### src/sv/dt2r_pkg.sv
// ---------------------------------------------------------------------------
// dt2r_pkg
// Shared types, fixed-point constants and constant functions for the drift
// time to radius converter.
// ---------------------------------------------------------------------------
`default_nettype none

package dt2r_pkg;

    // datapath widths
    localparam int C_ACC_W  = 64;   // Q35.28 curve values
    localparam int C_T_W    = 28;   // Q2.30 time, below 0.25 us
    localparam int C_DT_W   = 16;
    localparam int C_OFF_W  = 10;
    localparam int C_UM_W   = 13;
    localparam int C_PP_W   = 32 + C_T_W;   // half-word times time product

    // one in Q28
    localparam logic signed [63:0] C_Q28_ONE = 64'sd268435456;

    // polynomial coefficients in Q28, lowest power first
    localparam logic signed [63:0] C_COEF [0:9] = '{
        (64'sd140694 * C_Q28_ONE + 64'sd50000) / 64'sd100000,
        -((64'sd288673 * C_Q28_ONE + 64'sd500) / 64'sd1000),
        (64'sd223724 * C_Q28_ONE + 64'sd5) / 64'sd10,
        -(64'sd724749 * C_Q28_ONE),
        64'sd138739 * 64'sd100 * C_Q28_ONE,
        -(64'sd169746 * 64'sd1000 * C_Q28_ONE),
        64'sd134466 * 64'sd10000 * C_Q28_ONE,
        -(64'sd668268 * 64'sd10000 * C_Q28_ONE),
        64'sd189464 * 64'sd100000 * C_Q28_ONE,
        -(64'sd233756 * 64'sd100000 * C_Q28_ONE)
    };

    // curve end values in Q28
    localparam logic signed [63:0] C_V426 = (64'sd426 * C_Q28_ONE + 64'sd50) / 64'sd100;
    localparam logic signed [63:0] C_VTOP =
        (64'sd482767 * C_Q28_ONE + 64'sd50000) / 64'sd100000;

    // segment boundaries in 1/16 ns
    localparam logic signed [C_DT_W-1:0] C_DT_KNEE    = 16'sd248;
    localparam logic signed [C_DT_W-1:0] C_DT_POLY_LO = 16'sd320;
    localparam logic signed [C_DT_W-1:0] C_DT_POLY_HI = 16'sd1440;
    localparam logic signed [C_DT_W-1:0] C_DT_MID     = 16'sd1840;
    localparam logic signed [C_DT_W-1:0] C_DT_FLAT    = 16'sd2400;

    // line segment spans in 1/16 ns
    localparam logic [63:0] C_SPAN_LOW  = 64'd72;
    localparam logic [63:0] C_SPAN_HIGH = 64'd400;
    localparam logic [63:0] C_SPAN_TOP  = 64'd560;

    // line segment arithmetic widths
    localparam int C_NABS_W = 16;
    localparam int C_QA_W   = 32;
    localparam int C_RA_W   = 10;
    localparam int C_PROD_W = C_QA_W + C_NABS_W;
    localparam int C_Y_W    = C_RA_W + C_NABS_W;
    localparam int C_RCP_K  = C_Y_W + C_RA_W;
    localparam int C_RCP_W  = 30;
    localparam int C_RMUL_W = C_Y_W + C_RCP_W;
    localparam int C_QUO_W  = 20;
    localparam int C_MAG_W  = C_PROD_W + 1;

    // reciprocals for the span divisions
    localparam logic [C_RCP_W-1:0] C_RCP_LOW =
        C_RCP_W'(((64'd1 << C_RCP_K) + C_SPAN_LOW - 64'd1) / C_SPAN_LOW);
    localparam logic [C_RCP_W-1:0] C_RCP_HIGH =
        C_RCP_W'(((64'd1 << C_RCP_K) + C_SPAN_HIGH - 64'd1) / C_SPAN_HIGH);
    localparam logic [C_RCP_W-1:0] C_RCP_TOP =
        C_RCP_W'(((64'd1 << C_RCP_K) + C_SPAN_TOP - 64'd1) / C_SPAN_TOP);

    // time to Q2.30: 2^24 = 250 * C_T_QUOT + C_T_REM
    localparam int C_DT11_W  = 11;
    localparam int C_T_Y_W   = 19;
    localparam int C_T_RCP_K = 27;
    localparam int C_T_RCP_W = 20;
    localparam int C_T_MUL_W = C_T_Y_W + C_T_RCP_W;
    localparam logic [C_T_W-1:0]     C_T_QUOT = C_T_W'(64'd16777216 / 64'd250);
    localparam logic [C_T_Y_W-1:0]   C_T_REM  = C_T_Y_W'(64'd16777216 % 64'd250);
    localparam logic [C_T_Y_W-1:0]   C_T_BIAS = 19'd125;
    localparam logic [C_T_RCP_W-1:0] C_T_RCP  =
        C_T_RCP_W'(((64'd1 << C_T_RCP_K) + 64'd249) / 64'd250);

    // polynomial knots in Q2.30
    localparam logic [31:0] C_T20 = 32'((64'd320 * 64'd16777216 + 64'd125) / 64'd250);
    localparam logic [31:0] C_T90 = 32'((64'd1440 * 64'd16777216 + 64'd125) / 64'd250);

    // rounding terms
    localparam logic [63:0] C_HALF_Q30 = 64'd1 << 29;
    localparam logic [63:0] C_HALF_Q28 = 64'd1 << 27;
    localparam logic [63:0] C_UM_SCALE = 64'd1000;
    localparam logic [C_UM_W-1:0] C_UM_MAX = '1;

    localparam logic [C_OFF_W-1:0] C_OFFSET_RESET = 10'd17;

    // curve segment of one item
    typedef enum logic [2:0] {
        SEG_LOW,
        SEG_POLY,
        SEG_HIGH,
        SEG_TOP,
        SEG_FLAT
    } t_dt2r_seg;

    // sideband that rides along the polynomial pipeline
    typedef struct packed {
        t_dt2r_seg                  seg;
        logic signed [C_ACC_W-1:0]  f_line;
    } t_dt2r_side;

    // round(a * t / 2^30), halves away from zero
    function automatic logic signed [63:0] f_mul_q30(input logic signed [63:0] a,
                                                    input logic [31:0] t);
        logic        neg;
        logic [63:0] m;
        logic [63:0] hi;
        logic [63:0] lo;
        logic [63:0] tt;
        logic [63:0] r;
        neg = a[63];
        m   = neg ? (64'd0 - 64'(a)) : 64'(a);
        hi  = {32'd0, m[63:32]};
        lo  = {32'd0, m[31:0]};
        tt  = {32'd0, t};
        r   = ((hi * tt) << 2) + ((lo * tt + C_HALF_Q30) >> 30);
        return neg ? signed'(64'd0 - r) : signed'(r);
    endfunction

    // horner evaluation at a fixed time, for knot values
    function automatic logic signed [63:0] f_poly(input int deg, input logic [31:0] t);
        logic signed [63:0] acc;
        int                 k;
        acc = C_COEF[deg];
        for (k = deg - 1; k >= 0; k--) begin
            acc = f_mul_q30(acc, t) + C_COEF[k];
        end
        return acc;
    endfunction

endpackage

`default_nettype wire

### src/sv/dt2r_horner_step.sv
// ---------------------------------------------------------------------------
// dt2r_horner_step
// One Horner step acc' = round(acc * t / 2^30) + COEF over three register
// stages: magnitude, split partial products, recombine and add.
// ---------------------------------------------------------------------------
`default_nettype none

module dt2r_horner_step
    import dt2r_pkg::*;
#(
    parameter logic signed [C_ACC_W-1:0] COEF = 64'sd0
) (
    input  wire logic                       i_clk,
    input  wire logic                       i_rst_n,
    input  wire logic                       i_en,
    input  wire logic                       i_valid,
    input  wire logic signed [C_ACC_W-1:0]  i_acc,
    input  wire logic [C_T_W-1:0]           i_t,
    input  wire t_dt2r_side                 i_side,
    output logic                            o_valid,
    output logic signed [C_ACC_W-1:0]       o_acc,
    output logic [C_T_W-1:0]                o_t,
    output t_dt2r_side                      o_side
);

    logic                       r_a_valid;
    logic                       r_a_neg;
    logic [C_ACC_W-1:0]         r_a_mag;
    logic [C_T_W-1:0]           r_a_t;
    t_dt2r_side                 r_a_side;
    logic                       r_b_valid;
    logic                       r_b_neg;
    logic [C_PP_W-1:0]          r_b_ph;
    logic [C_PP_W-1:0]          r_b_pl;
    logic [C_T_W-1:0]           r_b_t;
    t_dt2r_side                 r_b_side;
    logic                       r_c_valid;
    logic signed [C_ACC_W-1:0]  r_c_acc;
    logic [C_T_W-1:0]           r_c_t;
    t_dt2r_side                 r_c_side;

    logic [C_ACC_W-1:0]         n_a_mag;
    logic [C_PP_W-1:0]          n_b_ph;
    logic [C_PP_W-1:0]          n_b_pl;
    logic [C_ACC_W-1:0]         n_c_r;
    logic signed [C_ACC_W-1:0]  n_c_acc;

    // sign and magnitude of the accumulator
    assign n_a_mag = i_acc[C_ACC_W-1] ? (C_ACC_W'(0) - C_ACC_W'(i_acc)) : C_ACC_W'(i_acc);

    // upper and lower half products
    assign n_b_ph = C_PP_W'(r_a_mag[C_ACC_W-1:32]) * C_PP_W'(r_a_t);
    assign n_b_pl = C_PP_W'(r_a_mag[31:0]) * C_PP_W'(r_a_t);

    // recombine with rounding, restore sign, add coefficient
    always_comb begin
        n_c_r   = C_ACC_W'({r_b_ph, 2'b00})
                + C_ACC_W'((r_b_pl + C_PP_W'(C_HALF_Q30)) >> 30);
        n_c_acc = r_b_neg ? (COEF - signed'(n_c_r)) : (COEF + signed'(n_c_r));
    end

    // valid bits
    always_ff @(posedge i_clk) begin
        if (!i_rst_n) begin
            r_a_valid <= 1'b0;
            r_b_valid <= 1'b0;
            r_c_valid <= 1'b0;
        end else if (i_en) begin
            r_a_valid <= i_valid;
            r_b_valid <= r_a_valid;
            r_c_valid <= r_b_valid;
        end
    end

    // payload
    always_ff @(posedge i_clk) begin
        if (i_en) begin
            r_a_neg  <= i_acc[C_ACC_W-1];
            r_a_mag  <= n_a_mag;
            r_a_t    <= i_t;
            r_a_side <= i_side;
            r_b_neg  <= r_a_neg;
            r_b_ph   <= n_b_ph;
            r_b_pl   <= n_b_pl;
            r_b_t    <= r_a_t;
            r_b_side <= r_a_side;
            r_c_acc  <= n_c_acc;
            r_c_t    <= r_b_t;
            r_c_side <= r_b_side;
        end
    end

    assign o_valid = r_c_valid;
    assign o_acc   = r_c_acc;
    assign o_t     = r_c_t;
    assign o_side  = r_c_side;

endmodule

`default_nettype wire

### config.mk
export PLATFORM = sky130hd
export DESIGN_NAME = dt2r_horner_step
export DESIGN_NICKNAME = d
export VERILOG_FILES = /design/src/sv/dt2r_pkg.sv /design/src/sv/dt2r_horner_step.sv
export SDC_FILE = /design/constraint.sdc
export NUM_CORES = 2
export LEC_CHECK = 0
export BUFFER_PORTS_ARGS = -buffer_cell sky130_fd_sc_hd__buf_4
export CAP_MARGIN = 20
export CELL_PAD_IN_SITES_DETAIL_PLACEMENT = 0
export CELL_PAD_IN_SITES_GLOBAL_PLACEMENT = 2
export CORE_ASPECT_RATIO = 1.75
export CORE_UTILIZATION = 43
export DETAILED_ROUTE_END_ITERATION = 8
export PLACE_DENSITY = 0.88
export SLEW_MARGIN = 20
export SYNTH_ARGS = -nofsm -noshare
export SYNTH_HDL_FRONTEND = slang
export SYNTH_SLANG_ARGS = --single-unit
export TNS_END_PERCENT = 1
### constraint.sdc
create_clock -name i_clk -period 8.6 [get_ports i_clk]
set_clock_uncertainty 0.1 [all_clocks]
set_input_delay 0.86 -clock i_clk [delete_from_list [all_inputs] [get_ports i_clk]]
set_output_delay 0.86 -clock i_clk [all_outputs]
set_load 0.05 [all_outputs]
# Word-level counts from Yosys, hierarchy flattened
# Cells that the tools add are included.
# word_totals
regBits	538
inputBits	163
output_inout_bits	160
word_cells	27
# classes
n_addsub	4
multipliers	2
mux	2
# ops
op	n
$mul 32x28->60	2
$mux 64	1
$sub 1x63->64 const A	1
$sub 1x64->64 const A	1
$add 62x31->63	1
$mux 63	1
$add 60x30->61 const B	1

# Longest topological paths before layout
# logic_depth
ltp_word	4
mapped_depth	30
depth_no_buf	27

# Worst setup path before layout
# No wires, ideal clock.
# synth_timing
kind	register to register
start	reg r_a_t[4]
end	reg r_b_ph[57], data pin
arrival_ns	7.333
required_ns	8.241
setup_slack_ns	0.909
stages_incl_launch_ff	29
path_buffers	2
period_less_slack_ns	7.691
cell_sequence	edfxtp_1 -> clkbuf_1 -> clkbuf_1 -> nand2_1 -> fa_1 -> inv_1 -> fa_1 -> fa_1 -> inv_1 -> fa_1 -> inv_1 -> fa_1 -> inv_1 -> fa_1 -> fa_1 -> inv_1 -> ha_1 -> and3_1 -> a221o_1 -> a21o_1 -> a41oi_1 -> o2111a_1 -> nor3_1 -> o21ai_0 -> a41oi_1 -> a221oi_1 -> o21ai_0 -> a21oi_1 -> xnor2_1
# synth_via
elab_chain_len	1
# synth_rtl
item	line	rtl
start, declared	dt2r_horner_step.sv:29	logic [C_T_W-1:0] r_a_t;
start signal, assigned	dt2r_horner_step.sv:80	r_a_t <= i_t;
$mul 32x28->60	dt2r_horner_step.sv:52	assign n_b_ph = C_PP_W'(r_a_mag[C_ACC_W-1:32]) * C_PP_W'(r_a_t);
via n_b_ph[57]	dt2r_horner_step.sv:43	logic [C_PP_W-1:0] n_b_ph;
end signal, assigned	dt2r_horner_step.sv:83	r_b_ph <= n_b_ph;
end, declared	dt2r_horner_step.sv:33	logic [C_PP_W-1:0] r_b_ph;
# The timed path passes the listed nets, and every way through them passes these cells.
# A chain may end at the register's enable or synchronous reset.

# Final worst setup path
# layout_timing
start	reg r_a_t[13]
end	reg r_b_pl[58], data pin
# layout_via
elab_chain_len	1
# layout_rtl
item	line	rtl
$mul 32x28->60	dt2r_horner_step.sv:53	assign n_b_pl = C_PP_W'(r_a_mag[31:0]) * C_PP_W'(r_a_t);
via n_b_pl[58]	dt2r_horner_step.sv:44	logic [C_PP_W-1:0] n_b_pl;
end signal, assigned	dt2r_horner_step.sv:84	r_b_pl <= n_b_pl;
end, declared	dt2r_horner_step.sv:34	logic [C_PP_W-1:0] r_b_pl;
# The timed path passes the listed nets, and every way through them passes these cells.

==> flow_summary_export.csv <==
group,metric,value,unit
cts,clk_latency,0.72,ns
worst_setup_path,slowest_delay,0.59,ns
route,totalWireLength,223,mm
die,io_pins,323,
sta,grt_setup_unrepaired,"true",
job,drv_cap,0,
sta,max_slew_margin,33.3,%
worst_setup_path,cp_top_family,"adder cells",
worst_setup_path,cp_max_fo,17,
placement,dp_hpwl,183,mm
yosys,syn_area_per_cell,9.90,sq um
cts,cts_buffer_depth,3,
cts,cts_sinks,509,
placement,place.gp.congestion,0.914,
global_route,grt_max_degree,154,
die,core_area,0.182,sq mm
placement,place_inst,10500,
global_route,antenna_found_initial,9,
die,start_util,43.3,%
worst_setup_path,endpoint_kind,"flop",
global_route,grt_usage,24.6,%
final_layout,instances_no_fill,10600,
worst_setup_path,arrival,8.74,ns
yosys,seq_area_frac_synth,19.4,%
sta,max_freq,0.119,GHz
sta,report.final.slew_viol_count,0,
route,routed_via_density,5.13,
worst_setup_path,critical-path-slowest-cell,"fa_1",
cts,cts-hold-fix-buffers,0,
worst_setup_path,crit_top_cell,"fa_1",
cts,cts_tree,"yes",
worst_setup_path,start_kind,"flop",
worst_setup_path,critPathBufInv,7,
cts,htreeDepth,2,
die,row_count,207,
die,die_w,325,microns
placement,io_buffers,322,
route,ant_nets,0,
yosys,syn_area,0.0787,sq mm
yosys,ys_warn_count,0,
min_path,min-delay-path-class,"in -> reg",
worst_setup_path,required,8.96,ns
route,drc,0,
yosys,synthCells,7953,
sta,worstMarginPinSlew,1.00,ns
final_layout,nNetsFinal,10300,
cts,cts_buffers,55,
sta,setup_viol,0,
worst_setup_path,crit_type,"reg -> reg",
yosys,synth_edf_count,506,
yosys,ys_async_sr_fraction,0,%
yosys,ys_seq_elements,509,
sta,period_share,97.4,%
sta,fin_crit,8.38,ns
sta,hold_viol_final,0,
die,die_y,568,microns
final_layout,drive_above_1_share,8.57,%
yosys,synth_fp_nets,10100,
yosys,synth_ff_type,"edfxtp_1",
status,outcome,"complete, no violations",
final_layout,nFillCells,17200,
route,vias,54300,
route,first_iter_violations,2556,
global_route,grt_pass1_wl,346,mm
route,first_pass_iters,5,
die,dieArea,0.185,sq mm
global_route,grt_remaining_overflow,0,
final_layout,area_delta_synth_final,9.98,%
yosys,synth_cell_types,77,
cts,root_buffer,"clkbuf_16",
cts,path_clk_slew,0.07,ns
route,drt-wirelength-per-cell,21.1,microns
global_route,grt_pass1_vias,61200,
## metrics by stage
step	hold slack, ns	instance area (sq um)	setup TNS [ns]	utilization (%)	worst slack (ns)
floorplan	0.300	78700	0	-	0.909
global placement	0.300	84600	0	46.5	0.117
detailed placement	0.305	84600	0	46.5	0.127
CTS	0.162	86500	0	47.5	0.0805
global route	0.194	86500	-0.00188	47.6	-0.00188
finish	0.216	86600	0	47.6	0.223
## repair_timing
item / CTS / global route
endpoints found under the setup margin: 0 / 14
setup buffers: 0 / 5
resized for setup: 0 / 6
## metal layers
layer	GRT usage [%]	vias to the layer above	wire length, microns
li1	-	24200	-
met1	26.6	28200	80900
met2	48.1	1408	124000
met3	2.29	458	8610
met4	10.2	4	9960
met5	0	-	34
## synthesized netlist by cell type, types with 6 or more instances
cell,instances,area [sq um]
a211oi_1,17,128
a21o_1,87,653
a21oi_1,134,671
a221oi_1,9,78.8
a22oi_1,6,45.0
a31o_2,9,78.8
a31oi_1,19,119
and2_1,941,5890
and3_1,34,213
and4_1,7,61.3
buf_1,9,33.8
buf_2,12,60.1
clkbuf_1,430,1610
edfxtp_1,506,15200
fa_1,1556,31100
ha_1,456,5710
inv_1,1793,6730
mux2i_1,9,90.1
nand2_1,1007,3780
nand2b_1,13,81.3
nand3_1,61,305
nand3b_1,8,60.1
nand4_1,42,263
nor2_1,93,349
nor2b_1,17,106
nor3_1,39,195
nor4_1,8,50.1
o211ai_1,13,97.6
o21a_1,20,150
o21ai_0,100,500
o21ai_1,20,100
o21bai_1,17,128
o31ai_1,38,285
o41ai_1,10,87.6
or2_2,10,62.6
or3_1,22,138
or4_1,16,120
xnor2_1,212,1860
xor2_1,74,648
## worst register-to-register path, cell delays in order (launching register included)
cell	delay (ns)
edfxtp_1	0.54
buf_4	0.26
buf_4	0.24
and2_1	0.22
fa_1	0.53
inv_1	0.06
fa_1	0.54
inv_1	0.06
fa_1	0.48
fa_1	0.59
fa_1	0.45
fa_1	0.49
inv_1	0.05
fa_1	0.47
inv_1	0.05
ha_1	0.33
a21o_1	0.19
a21oi_1	0.19
o21ai_0	0.12
buf_4	0.18
a2111o_1	0.43
and3_1	0.28
nand3b_1	0.24
a31o_2	0.32
a31o_2	0.26
a21oi_1	0.20
o21bai_1	0.10
xor2_1	0.14
## cell families (layout without fill, tap and decap cells)
kind of cell / after synthesis / after routing / share of synthesized area, %
other: 0 / 5 / 0
XOR/XNOR: 286 / 286 / 3.18
multiplexers: 12 / 12 / 0.157
buffers and inverters: 2244 / 2456 / 10.7
flip-flops: 509 / 509 / 19.4
AND/OR/NAND/NOR: 2339 / 2339 / 15.1
adder cells (fa/ha/maj): 2012 / 2012 / 46.8
AO/OA/AOI/OAI: 551 / 551 / 4.63
## path summary, 6_finish.rpt
kind | endpoint | cells after the start | slack [ns] | startpoint
setup / recovery | r_b_pl[58] | 27 | 0.22 | r_a_t[13]
hold / removal | r_a_t[7] | 1 | 0.22 | i_t[7]
setup reg to reg | r_b_pl[58] | 27 | 0.22 | r_a_t[13]
hold reg to reg | o_t[9] | 0 | 0.31 | r_b_t[9]
## flip-flops by register name (all words and copies together) (netlist names), 28 cells and up
name      flops
r_b_t        28
r_b_ph       60
r_b_pl       31
o_acc        64
r_a_t        28
o_side       67
r_a_mag      64
r_a_side     67
r_b_side     67
o_t          28
## placed cells by master, fill, tap and decap left out, drive strengths merged, types with 11 or more instances in the layout
cell type / n
xnor2: 212
nand4: 43
or3: 24
nand2: 1007
or2: 13
nand3: 61
and2: 941
o31ai: 40
and3: 34
ha: 456
nor3: 40
fa: 1556
o41ai: 13
nand2b: 13
o21ai: 120
nor2b: 17
a21o: 87
clkinv: 21
o21a: 20
inv: 1802
a21oi: 134
clkbuf: 62
or4: 19
a31oi: 19
buf: 561
a211oi: 18
edfxtp: 506
o21bai: 17
nor4: 11
nor2: 95
o211ai: 13
xor2: 74
## final cells by class
cell class / instances / area, sq um / share of cell area [%]
multi-input combinational: 5200 / 55000 / 63.6
clock inverter: 40 / 437 / 0.504
timing repair buffer: 561 / 4670 / 5.40
clock buffer: 62 / 1400 / 1.62
antenna: 5 / 12.5 / 0.0145
tap: 2403 / 3010 / 3.47
sequential: 509 / 15300 / 17.6
inverter: 1793 / 6730 / 7.78
Power is not shown: default switching activity piles up to over one toggle a cycle in this logic, so the estimate is an artifact.
